===== src/sv/bpa_pkg.sv =====
// ----------------------------------------------------------------------------
// bpa_pkg
// widths and codes shared by the bitmap page allocator files
// ----------------------------------------------------------------------------
package bpa_pkg;

	localparam int PAGE_W   = 13;
	localparam int IDX_W    = 12;
	localparam int STATUS_W = 2;
	localparam int DATA_W   = 16;

	localparam logic [PAGE_W-1:0] LIMIT_RESET = 13'd4096;

	typedef logic [STATUS_W-1:0] status_t;

	localparam status_t ST_OK        = 2'd0;
	localparam status_t ST_FULL      = 2'd1;
	localparam status_t ST_BAD_INDEX = 2'd2;

	localparam logic MODE_ALLOC = 1'b0;
	localparam logic MODE_FREE  = 1'b1;

endpackage


===== src/sv/bpa_ram.sv =====
// ----------------------------------------------------------------------------
// bpa_ram
// generic single-write, single-read ram with registered read data
// ----------------------------------------------------------------------------
module bpa_ram #(
	parameter int WIDTH = 64,
	parameter int DEPTH = 64,
	localparam int ADDR_W = (DEPTH > 1) ? $clog2(DEPTH) : 1
) (
	input  logic              clk,
	input  logic              we,
	input  logic [ADDR_W-1:0] waddr,
	input  logic [WIDTH-1:0]  wdata,
	input  logic              re,
	input  logic [ADDR_W-1:0] raddr,
	output logic [WIDTH-1:0]  rdata
);

	logic [WIDTH-1:0] mem [DEPTH];

	always_ff @(posedge clk) begin
		if (we) begin
			mem[waddr] <= wdata;
		end
	end

	always_ff @(posedge clk) begin
		if (re) begin
			rdata <= mem[raddr];
		end
	end

endmodule


===== src/sv/bpa_word_scan.sv =====
// ----------------------------------------------------------------------------
// bpa_word_scan
// finds the lowest clear bit of one bitmap word inside a window [lo, hi)
// ----------------------------------------------------------------------------
module bpa_word_scan #(
	parameter int WORD_BITS = 64,
	localparam int BIT_W = $clog2(WORD_BITS)
) (
	input  logic [WORD_BITS-1:0] word,
	input  logic [BIT_W-1:0]     lo,
	input  logic [BIT_W:0]       hi,
	output logic                 hit,
	output logic [BIT_W-1:0]     pos
);

	always_comb begin
		hit = 1'b0;
		pos = '0;
		// walk downwards so the lowest qualifying bit wins
		for (int i = WORD_BITS - 1; i >= 0; i--) begin
			if (!word[i] && (BIT_W'(i) >= lo) && ((BIT_W + 1)'(i) < hi)) begin
				hit = 1'b1;
				pos = BIT_W'(i);
			end
		end
	end

endmodule


===== src/sv/bitmap_page_allocator_core.sv =====
// ----------------------------------------------------------------------------
// bitmap_page_allocator_core
// next-fit page allocator over a used-page bitmap held in ram
// ----------------------------------------------------------------------------
// After reset the block sweeps the bitmap ram clear, one word a cycle, with
// s_tready low; configuration writes are taken throughout. A request is one
// beat: s_tuser is the mode (0 allocate, 1 free) and s_tdata holds the page
// index. The block then works on that request alone with s_tready low. An
// allocate reads one bitmap word per cycle through the single ram read port
// and the single word scanner, from the word holding the scan start up to
// the first clear page or the page limit (at most 64 words with the
// defaults). A free reads the word and writes it back with the page bit
// cleared; requests rejected up front go straight to the result. The result
// sits in an output register, so a new request can be taken while the
// previous one is still waiting on m_tready. MAP_WORD_BITS must be a power
// of two.
module bitmap_page_allocator_core import bpa_pkg::*; #(
	parameter int MAX_PAGES     = 4096,
	parameter int MAP_WORD_BITS = 64
) (
	input  logic              clk,
	input  logic              arst_n,
	// s_tdata: page_index [11:0], zero [15:12]
	// s_tuser: mode [0]
	input  logic              s_tvalid,
	output logic              s_tready,
	input  logic [DATA_W-1:0] s_tdata,
	input  logic [0:0]        s_tuser,
	// m_tdata: granted_page [11:0], zero [15:12]
	// m_tuser: status [1:0]
	output logic              m_tvalid,
	input  logic              m_tready,
	output logic [DATA_W-1:0] m_tdata,
	output logic [STATUS_W-1:0] m_tuser,
	input  logic              cfg_valid,
	output logic              cfg_ready,
	input  logic [PAGE_W-1:0] cfg_data
);

	localparam int MAP_WORDS = (MAX_PAGES + MAP_WORD_BITS - 1) / MAP_WORD_BITS;
	localparam int BIT_W     = $clog2(MAP_WORD_BITS);
	localparam int ADDR_W    = (MAP_WORDS > 1) ? $clog2(MAP_WORDS) : 1;
	localparam int CNT_W     = BIT_W + 1;

	localparam logic [16:0]       MAX_PAGES_V = 17'(MAX_PAGES);
	localparam logic [CNT_W-1:0]  WORD_BITS_V = CNT_W'(MAP_WORD_BITS);
	localparam logic [PAGE_W-1:0] WORD_SPAN   = PAGE_W'(MAP_WORD_BITS);
	localparam logic [PAGE_W-1:0] BIT_MASK    = PAGE_W'(MAP_WORD_BITS - 1);
	localparam logic [ADDR_W-1:0] LAST_WORD   = ADDR_W'(MAP_WORDS - 1);

	typedef enum logic [2:0] {
		S_CLEAR,
		S_IDLE,
		S_SCAN,
		S_FREE,
		S_DONE
	} state_t;

	state_t              state_q;
	logic [PAGE_W-1:0]   page_limit_q;
	logic [PAGE_W-1:0]   lim_q;
	logic [PAGE_W-1:0]   scan_start_q;
	logic [PAGE_W-1:0]   cur_q;
	logic [IDX_W-1:0]    idx_q;
	logic [ADDR_W-1:0]   clr_q;
	logic [IDX_W-1:0]    res_page_q;
	status_t             res_status_q;
	logic                m_tvalid_q;
	logic [IDX_W-1:0]    m_page_q;
	status_t             m_status_q;

	logic [PAGE_W-1:0]        lim_eff;
	logic [IDX_W-1:0]         in_page;
	logic [PAGE_W-1:0]        word_base;
	logic [PAGE_W-1:0]        span;
	logic [CNT_W-1:0]         hi;
	logic [PAGE_W:0]          nxt_base;
	logic                     nxt_end;
	logic                     hit;
	logic [BIT_W-1:0]         hit_pos;
	logic [PAGE_W-1:0]        granted;
	logic [MAP_WORD_BITS-1:0] set_mask;
	logic [MAP_WORD_BITS-1:0] clr_mask;

	logic                     ram_we;
	logic [ADDR_W-1:0]        ram_waddr;
	logic [MAP_WORD_BITS-1:0] ram_wdata;
	logic                     ram_re;
	logic [ADDR_W-1:0]        ram_raddr;
	logic [MAP_WORD_BITS-1:0] ram_rdata;

	assign s_tready  = (state_q == S_IDLE);
	assign cfg_ready = 1'b1;
	assign m_tvalid  = m_tvalid_q;
	assign m_tdata   = {{(DATA_W - IDX_W){1'b0}}, m_page_q};
	assign m_tuser   = m_status_q;

	assign in_page = s_tdata[IDX_W-1:0];

	// a limit above the bitmap size acts as the bitmap size
	assign lim_eff = ({4'b0, page_limit_q} > MAX_PAGES_V) ? PAGE_W'(MAX_PAGES_V) : page_limit_q;

	assign word_base = cur_q & ~BIT_MASK;
	assign span      = lim_q - word_base;
	assign hi        = (span >= WORD_SPAN) ? WORD_BITS_V : span[CNT_W-1:0];
	assign nxt_base  = {1'b0, word_base} + {1'b0, WORD_SPAN};
	assign nxt_end   = (nxt_base >= {1'b0, lim_q});
	assign granted   = word_base | PAGE_W'(hit_pos);
	assign set_mask  = MAP_WORD_BITS'(1) << hit_pos;
	assign clr_mask  = MAP_WORD_BITS'(1) << idx_q[BIT_W-1:0];

	bpa_word_scan #(
		.WORD_BITS (MAP_WORD_BITS)
	) u_scan (
		.word (ram_rdata),
		.lo   (cur_q[BIT_W-1:0]),
		.hi   (hi),
		.hit  (hit),
		.pos  (hit_pos)
	);

	bpa_ram #(
		.WIDTH (MAP_WORD_BITS),
		.DEPTH (MAP_WORDS)
	) u_map (
		.clk   (clk),
		.we    (ram_we),
		.waddr (ram_waddr),
		.wdata (ram_wdata),
		.re    (ram_re),
		.raddr (ram_raddr),
		.rdata (ram_rdata)
	);

	always_comb begin
		ram_we    = 1'b0;
		ram_waddr = ADDR_W'(word_base >> BIT_W);
		ram_wdata = '0;
		ram_re    = 1'b0;
		ram_raddr = ADDR_W'(scan_start_q >> BIT_W);
		case (state_q)
			S_CLEAR: begin
				ram_we    = 1'b1;
				ram_waddr = clr_q;
			end
			S_IDLE: begin
				if (s_tvalid) begin
					ram_re = 1'b1;
					if (s_tuser[0] == MODE_FREE) begin
						ram_raddr = ADDR_W'(in_page >> BIT_W);
					end
				end
			end
			S_SCAN: begin
				if (hit) begin
					ram_we    = 1'b1;
					ram_wdata = ram_rdata | set_mask;
				end else begin
					ram_re    = !nxt_end;
					ram_raddr = ADDR_W'(nxt_base >> BIT_W);
				end
			end
			S_FREE: begin
				ram_we    = 1'b1;
				ram_waddr = ADDR_W'(idx_q >> BIT_W);
				ram_wdata = ram_rdata & ~clr_mask;
			end
			default: begin
			end
		endcase
	end

	always_ff @(posedge clk or negedge arst_n) begin
		if (!arst_n) begin
			page_limit_q <= LIMIT_RESET;
		end else if (cfg_valid && cfg_ready) begin
			page_limit_q <= cfg_data;
		end
	end

	always_ff @(posedge clk or negedge arst_n) begin
		if (!arst_n) begin
			state_q      <= S_CLEAR;
			clr_q        <= '0;
			scan_start_q <= '0;
			lim_q        <= '0;
			cur_q        <= '0;
			idx_q        <= '0;
			res_page_q   <= '0;
			res_status_q <= ST_OK;
			m_tvalid_q   <= 1'b0;
			m_page_q     <= '0;
			m_status_q   <= ST_OK;
		end else begin
			// in S_DONE the output register is handled by the load below
			if (m_tvalid_q && m_tready && (state_q != S_DONE)) begin
				m_tvalid_q <= 1'b0;
			end
			case (state_q)
				S_CLEAR: begin
					clr_q <= clr_q + ADDR_W'(1);
					if (clr_q == LAST_WORD) begin
						state_q <= S_IDLE;
					end
				end
				S_IDLE: begin
					if (s_tvalid) begin
						lim_q      <= lim_eff;
						idx_q      <= in_page;
						cur_q      <= scan_start_q;
						res_page_q <= '0;
						if (s_tuser[0] == MODE_ALLOC) begin
							if (scan_start_q < lim_eff) begin
								state_q <= S_SCAN;
							end else begin
								res_status_q <= ST_FULL;
								state_q      <= S_DONE;
							end
						end else begin
							if ({1'b0, in_page} < lim_eff) begin
								state_q <= S_FREE;
							end else begin
								res_status_q <= ST_BAD_INDEX;
								state_q      <= S_DONE;
							end
						end
					end
				end
				S_SCAN: begin
					if (hit) begin
						res_page_q   <= granted[IDX_W-1:0];
						res_status_q <= ST_OK;
						if (granted == scan_start_q) begin
							scan_start_q <= granted + PAGE_W'(1);
						end
						state_q <= S_DONE;
					end else if (nxt_end) begin
						res_status_q <= ST_FULL;
						state_q      <= S_DONE;
					end else begin
						cur_q <= nxt_base[PAGE_W-1:0];
					end
				end
				S_FREE: begin
					scan_start_q <= {1'b0, idx_q};
					res_status_q <= ST_OK;
					state_q      <= S_DONE;
				end
				S_DONE: begin
					// hold the result until the output register is free
					if (!m_tvalid_q || m_tready) begin
						m_tvalid_q <= 1'b1;
						m_page_q   <= res_page_q;
						m_status_q <= res_status_q;
						state_q    <= S_IDLE;
					end
				end
				default: begin
					state_q <= S_IDLE;
				end
			endcase
		end
	end

endmodule


===== config.mk =====
export PLATFORM = sky130hd
export DESIGN_NAME = bitmap_page_allocator_core
export DESIGN_NICKNAME = d
export VERILOG_FILES = /design/src/sv/bpa_pkg.sv /design/src/sv/bpa_ram.sv /design/src/sv/bpa_word_scan.sv /design/src/sv/bitmap_page_allocator_core.sv
export SDC_FILE = /design/constraint.sdc
export NUM_CORES = 2
export LEC_CHECK = 0
export BUFFER_PORTS_ARGS = -buffer_cell sky130_fd_sc_hd__buf_4
export CAP_MARGIN = 30
export CORE_UTILIZATION = 30
export CTS_CLUSTER_SIZE = 28
export DETAILED_ROUTE_END_ITERATION = 12
export HOLD_SLACK_MARGIN = 0.15
export REMOVE_ABC_BUFFERS = 1
export SLEW_MARGIN = 10
export SYNTH_ARGS = -nofsm -noshare
export SYNTH_HDL_FRONTEND = slang
export SYNTH_SLANG_ARGS = --single-unit
export TNS_END_PERCENT = 20

===== constraint.sdc =====
create_clock -name clk -period 23.9 [get_ports clk]
set_clock_uncertainty 0.1 [all_clocks]
set_input_delay 1.195 -clock clk [delete_from_list [all_inputs] [get_ports clk]]
set_output_delay 1.195 -clock clk [all_outputs]
set_load 0.01 [all_outputs]

==> impl_metrics.csv <==
group,metric,value,unit
run_status,status,"complete, no violations",
layout,finalInstanceArea,0.200,mm2
critical_path,cp-startpoint,"cur_q[7]",
timing,fin_crit_sh,45.1,%
timing,max_freq,92.7,MHz
grt,grt_pass1_wl,824000,um
grt,globalRouteOverflowTotal,0,
clock_tree,htreeDepth,5,
layout,multiInputGateArea,0.0452,mm2
drt,drtPass1Iterations,6,
place,dpl.cell_count,18251,
drt,wl_per_cell,31.0,um
critical_path,crit_arrival,11380,ps
place,preCtsSetupSlack,13330,ps
synthesis,ys_seq_area_share,72.6,%
critical_path,crit_slowest_cell,"buf_4",
timing,max-slew-margin-rel,23.7,%
critical_path,r2r-end,"u_map.rdata[41]",
floorplan,dieArea,0.588,mm2
critical_path,path_class,"flop to flop",
floorplan,die_w,767,um
drt,avgViaCountPerCell,5.89,
critical_path,path_depth,21,
critical_path,crit_required,24490,ps
critical_path,reg2reg_depth,21,
timing,rsz0062_at_grt,"no",
critical_path,critPathTopFamily,"simple AND/OR/NAND/NOR gates",
pwr,p_leak,64.2,nW
synthesis,synth-edff-count,4160,
place,gp_congestion,0.994,
drt,via_count,112246,
critical_path,rr_startpoint,"cur_q[7]",
critical_path,worstPathMaxFanout,66,
pwr,cellPowerDensity,133,mW/mm2
synthesis,async_reset_ff_share,2.39,%
layout,fin_cells,19051,
critical_path,cpPeakStageDelay,870,ps
place,port_buffers,46,
layout,seq_area,0.127,mm2
floorplan,io_pins,56,
layout,fillers,54963,
drt,drc,0,
timing,drv_slew,0,
timing,setup_viol,0,
critical_path,crit_top_cell,"buf_4",
floorplan,die_y,767,um
critical_path,worstPathCellList,"inv_1, fa_1, a211oi_2, nor2_1, o41ai_4, or2_1, buf_4, nor4_1, or4_1, or4b_4, nor4_1, nand2_4, nand3_4, buf_4, buf_4, buf_4, buf_4, a221oi_1, o21ai_0, nand4_1, nor4_1",
layout,drive_above_1_share,14.3,%
synthesis,syn_area_per_cell,15.8,um2
synthesis,syn-instance-count,11082,
run,cap_violations,0,
timing,tightestPinTransition,1140,ps
critical_path,cp-start-kind,"flop",
timing,setup_ws,13110,ps
synthesis,ys_ff_latch,4262,
floorplan,core_area,0.582,mm2
min_path,hold_path_class,"input port to flop",
synthesis,synthDistinctLibCells,89,
grt,grt_max_degree,221,
critical_path,cp-end-kind,"flop",
floorplan,initial_core_util,30.2,%
layout,utilization,34.4,%
timing,finalHoldViolations,0,
clock_tree,clockBufferDepth,4,
drt,first_iter_violations,16333,
clock_tree,tritoncts,"done",
drt,drt-total-wl,591000,um
timing,finalCriticalPeriod,10790,ps
critical_path,crit_buf_inv,6,
clock_tree,cts_buffers,428,
pwr,peakVddDrop,0.171,mV
floorplan,fp-row-count,280,
synthesis,synth_area,0.176,mm2
clock_tree,clk_latency,1020,ps
timing,holdWs,328,ps
place,dp_hpwl,334000,um
drt,ant_nets,0,
grt,grt_pass1_vias,106772,
layout,area_growth,14.1,%
synthesis,ys_warn_count,0,
clock_tree,clock-root-buffer,"clkbuf_16",
critical_path,crit_path_end,"u_map.rdata[41]",
clock_tree,post-cts-setup-buffer-count,0,
synthesis,synthFlopType,"edfxtp_1",
layout,num-nets-final,11014,
grt,antenna_found_initial,26,
clock_tree,cts.sinks,4262,
place,placed_cell_area,0.187,mm2
critical_path,rrSetupSlack,13110,ps
clock_tree,clkTransAtPathRegs,60,ps
grt,grtUsageTotal,19.1,%
[stage by stage]
stage / setup TNS [ps] / total power [mW]
after floorplan: -1133130 / 18.6
after global placement: 0 / 19.9
after detailed placement: 0 / 20.0
after CTS: 0 / 26.5
after global routing: 0 / 27.5
final: 0 / 26.6
[cells in the mapped netlist (31+ instances only)]
master | instances | area share [%]
nor4_1 | 145 | 0.52
a2111oi_0 | 258 | 1.3
mux2i_1 | 68 | 0.39
mux4_2 | 320 | 4.1
o2bb2ai_1 | 64 | 0.32
dfrtp_1 | 101 | 1.4
o21ai_1 | 94 | 0.27
nand4_1 | 146 | 0.52
and4_1 | 192 | 0.96
a31oi_1 | 46 | 0.16
a311oi_1 | 70 | 0.35
edfxtp_1 | 4160 | 71
o21ai_0 | 577 | 1.6
ha_1 | 42 | 0.30
and2_1 | 87 | 0.31
nand2_1 | 484 | 1.0
and3_1 | 1044 | 3.7
buf_2 | 128 | 0.36
a22o_1 | 67 | 0.33
nor3_1 | 39 | 0.11
inv_1 | 31 | 0.066
a21oi_1 | 175 | 0.50
o31a_1 | 76 | 0.38
a221oi_1 | 1033 | 5.2
nor2_1 | 164 | 0.35
nand3_1 | 184 | 0.52
clkbuf_1 | 887 | 1.9
[timing repair]
item                      CTS  global route
resized for setup           0             0
hold buffers                1             0
hold endpoints to repair   56             0
[kinds of logic (layout without fill, tap and decap cells)]
group | after synthesis | after routing | share of synthesized area (%)
AOI/OAI and AO/OA | 2631 | 2631 | 11.2
other | 2 | 15 | 0.00428
buffers and inverters | 1090 | 1291 | 2.46
DFF | 4262 | 4262 | 72.6
adders and majority gates | 43 | 43 | 0.311
xor gates and xnor gates | 33 | 33 | 0.169
and+or+nand+nor | 2605 | 2605 | 8.54
muxes | 416 | 416 | 4.67
[worst min path at each step]
stage | start | to | slack, ps | depth (start not counted)
2_1_floorplan | idx_q[10] | idx_q[10] | 340 | 2
3_3_place_gp | idx_q[7] | idx_q[7] | 360 | 2
3_5_place_dp | idx_q[10] | idx_q[10] | 360 | 2
4_1_cts | cfg_data[2] | page_limit_q[2] | 270 | 2
5_1_grt | cfg_data[2] | page_limit_q[2] | 300 | 2
6_report | cfg_data[2] | page_limit_q[2] | 330 | 2
[cell type report]
cell class,count,share of cell area (%)
Antenna cell,10,0.0125
Clock buffer,545,5.63
Tap cell,7755,4.84
Sequential cell,4262,63.6
Inverter,33,0.0631
Clock inverter,235,1.14
Multi-Input combinational cell,5733,22.6
Timing Repair Buffer,478,2.13
[flip-flops by register name (all words and copies together), names as in the netlist, 12 cells and up]
name          flops
u_map.mem      4096
u_map.rdata      64
cur_q            13
lim_q            13
page_limit_q     13
scan_start_q     13
idx_q            12
m_page_q         12
res_page_q       12
[report_power, final]
group          leakage, nW  switching (mW)  internal, mW  total [mW]
registers             39.7           0.351          9.53        9.88
logic                 17.9            7.07          3.06        10.1
clock network         6.59            2.91          3.68        6.59
[placed cells by master, fill, tap and decap left out, drive strengths merged, types with 31 or more instances in the layout]
cell type  instances
edfxtp          4160
and3            1044
a221oi          1033
o21ai            671
clkbuf           546
nand2            484
buf              476
mux4             320
a2111oi          258
and4             192
nand3            184
clkinv           182
a21oi            175
nor2             166
nor4             153
nand4            146
dfrtp            101
and2              87
o31a              76
a311oi            70
mux2i             68
a22o              67
o2bb2ai           64
a31oi             46
inv               43
ha                42
nor3              42
bufinv            31
[per-layer routing]
metal,vias to the layer above,GRT usage (%),routed length (um)
met1,58441,25.7,231000
met3,1292,4.14,59900
li1,45884,-,-
met2,6621,29.8,270000
met5,-,0,48
met4,8,8.62,29600
Power figures use the tool's default switching activity.
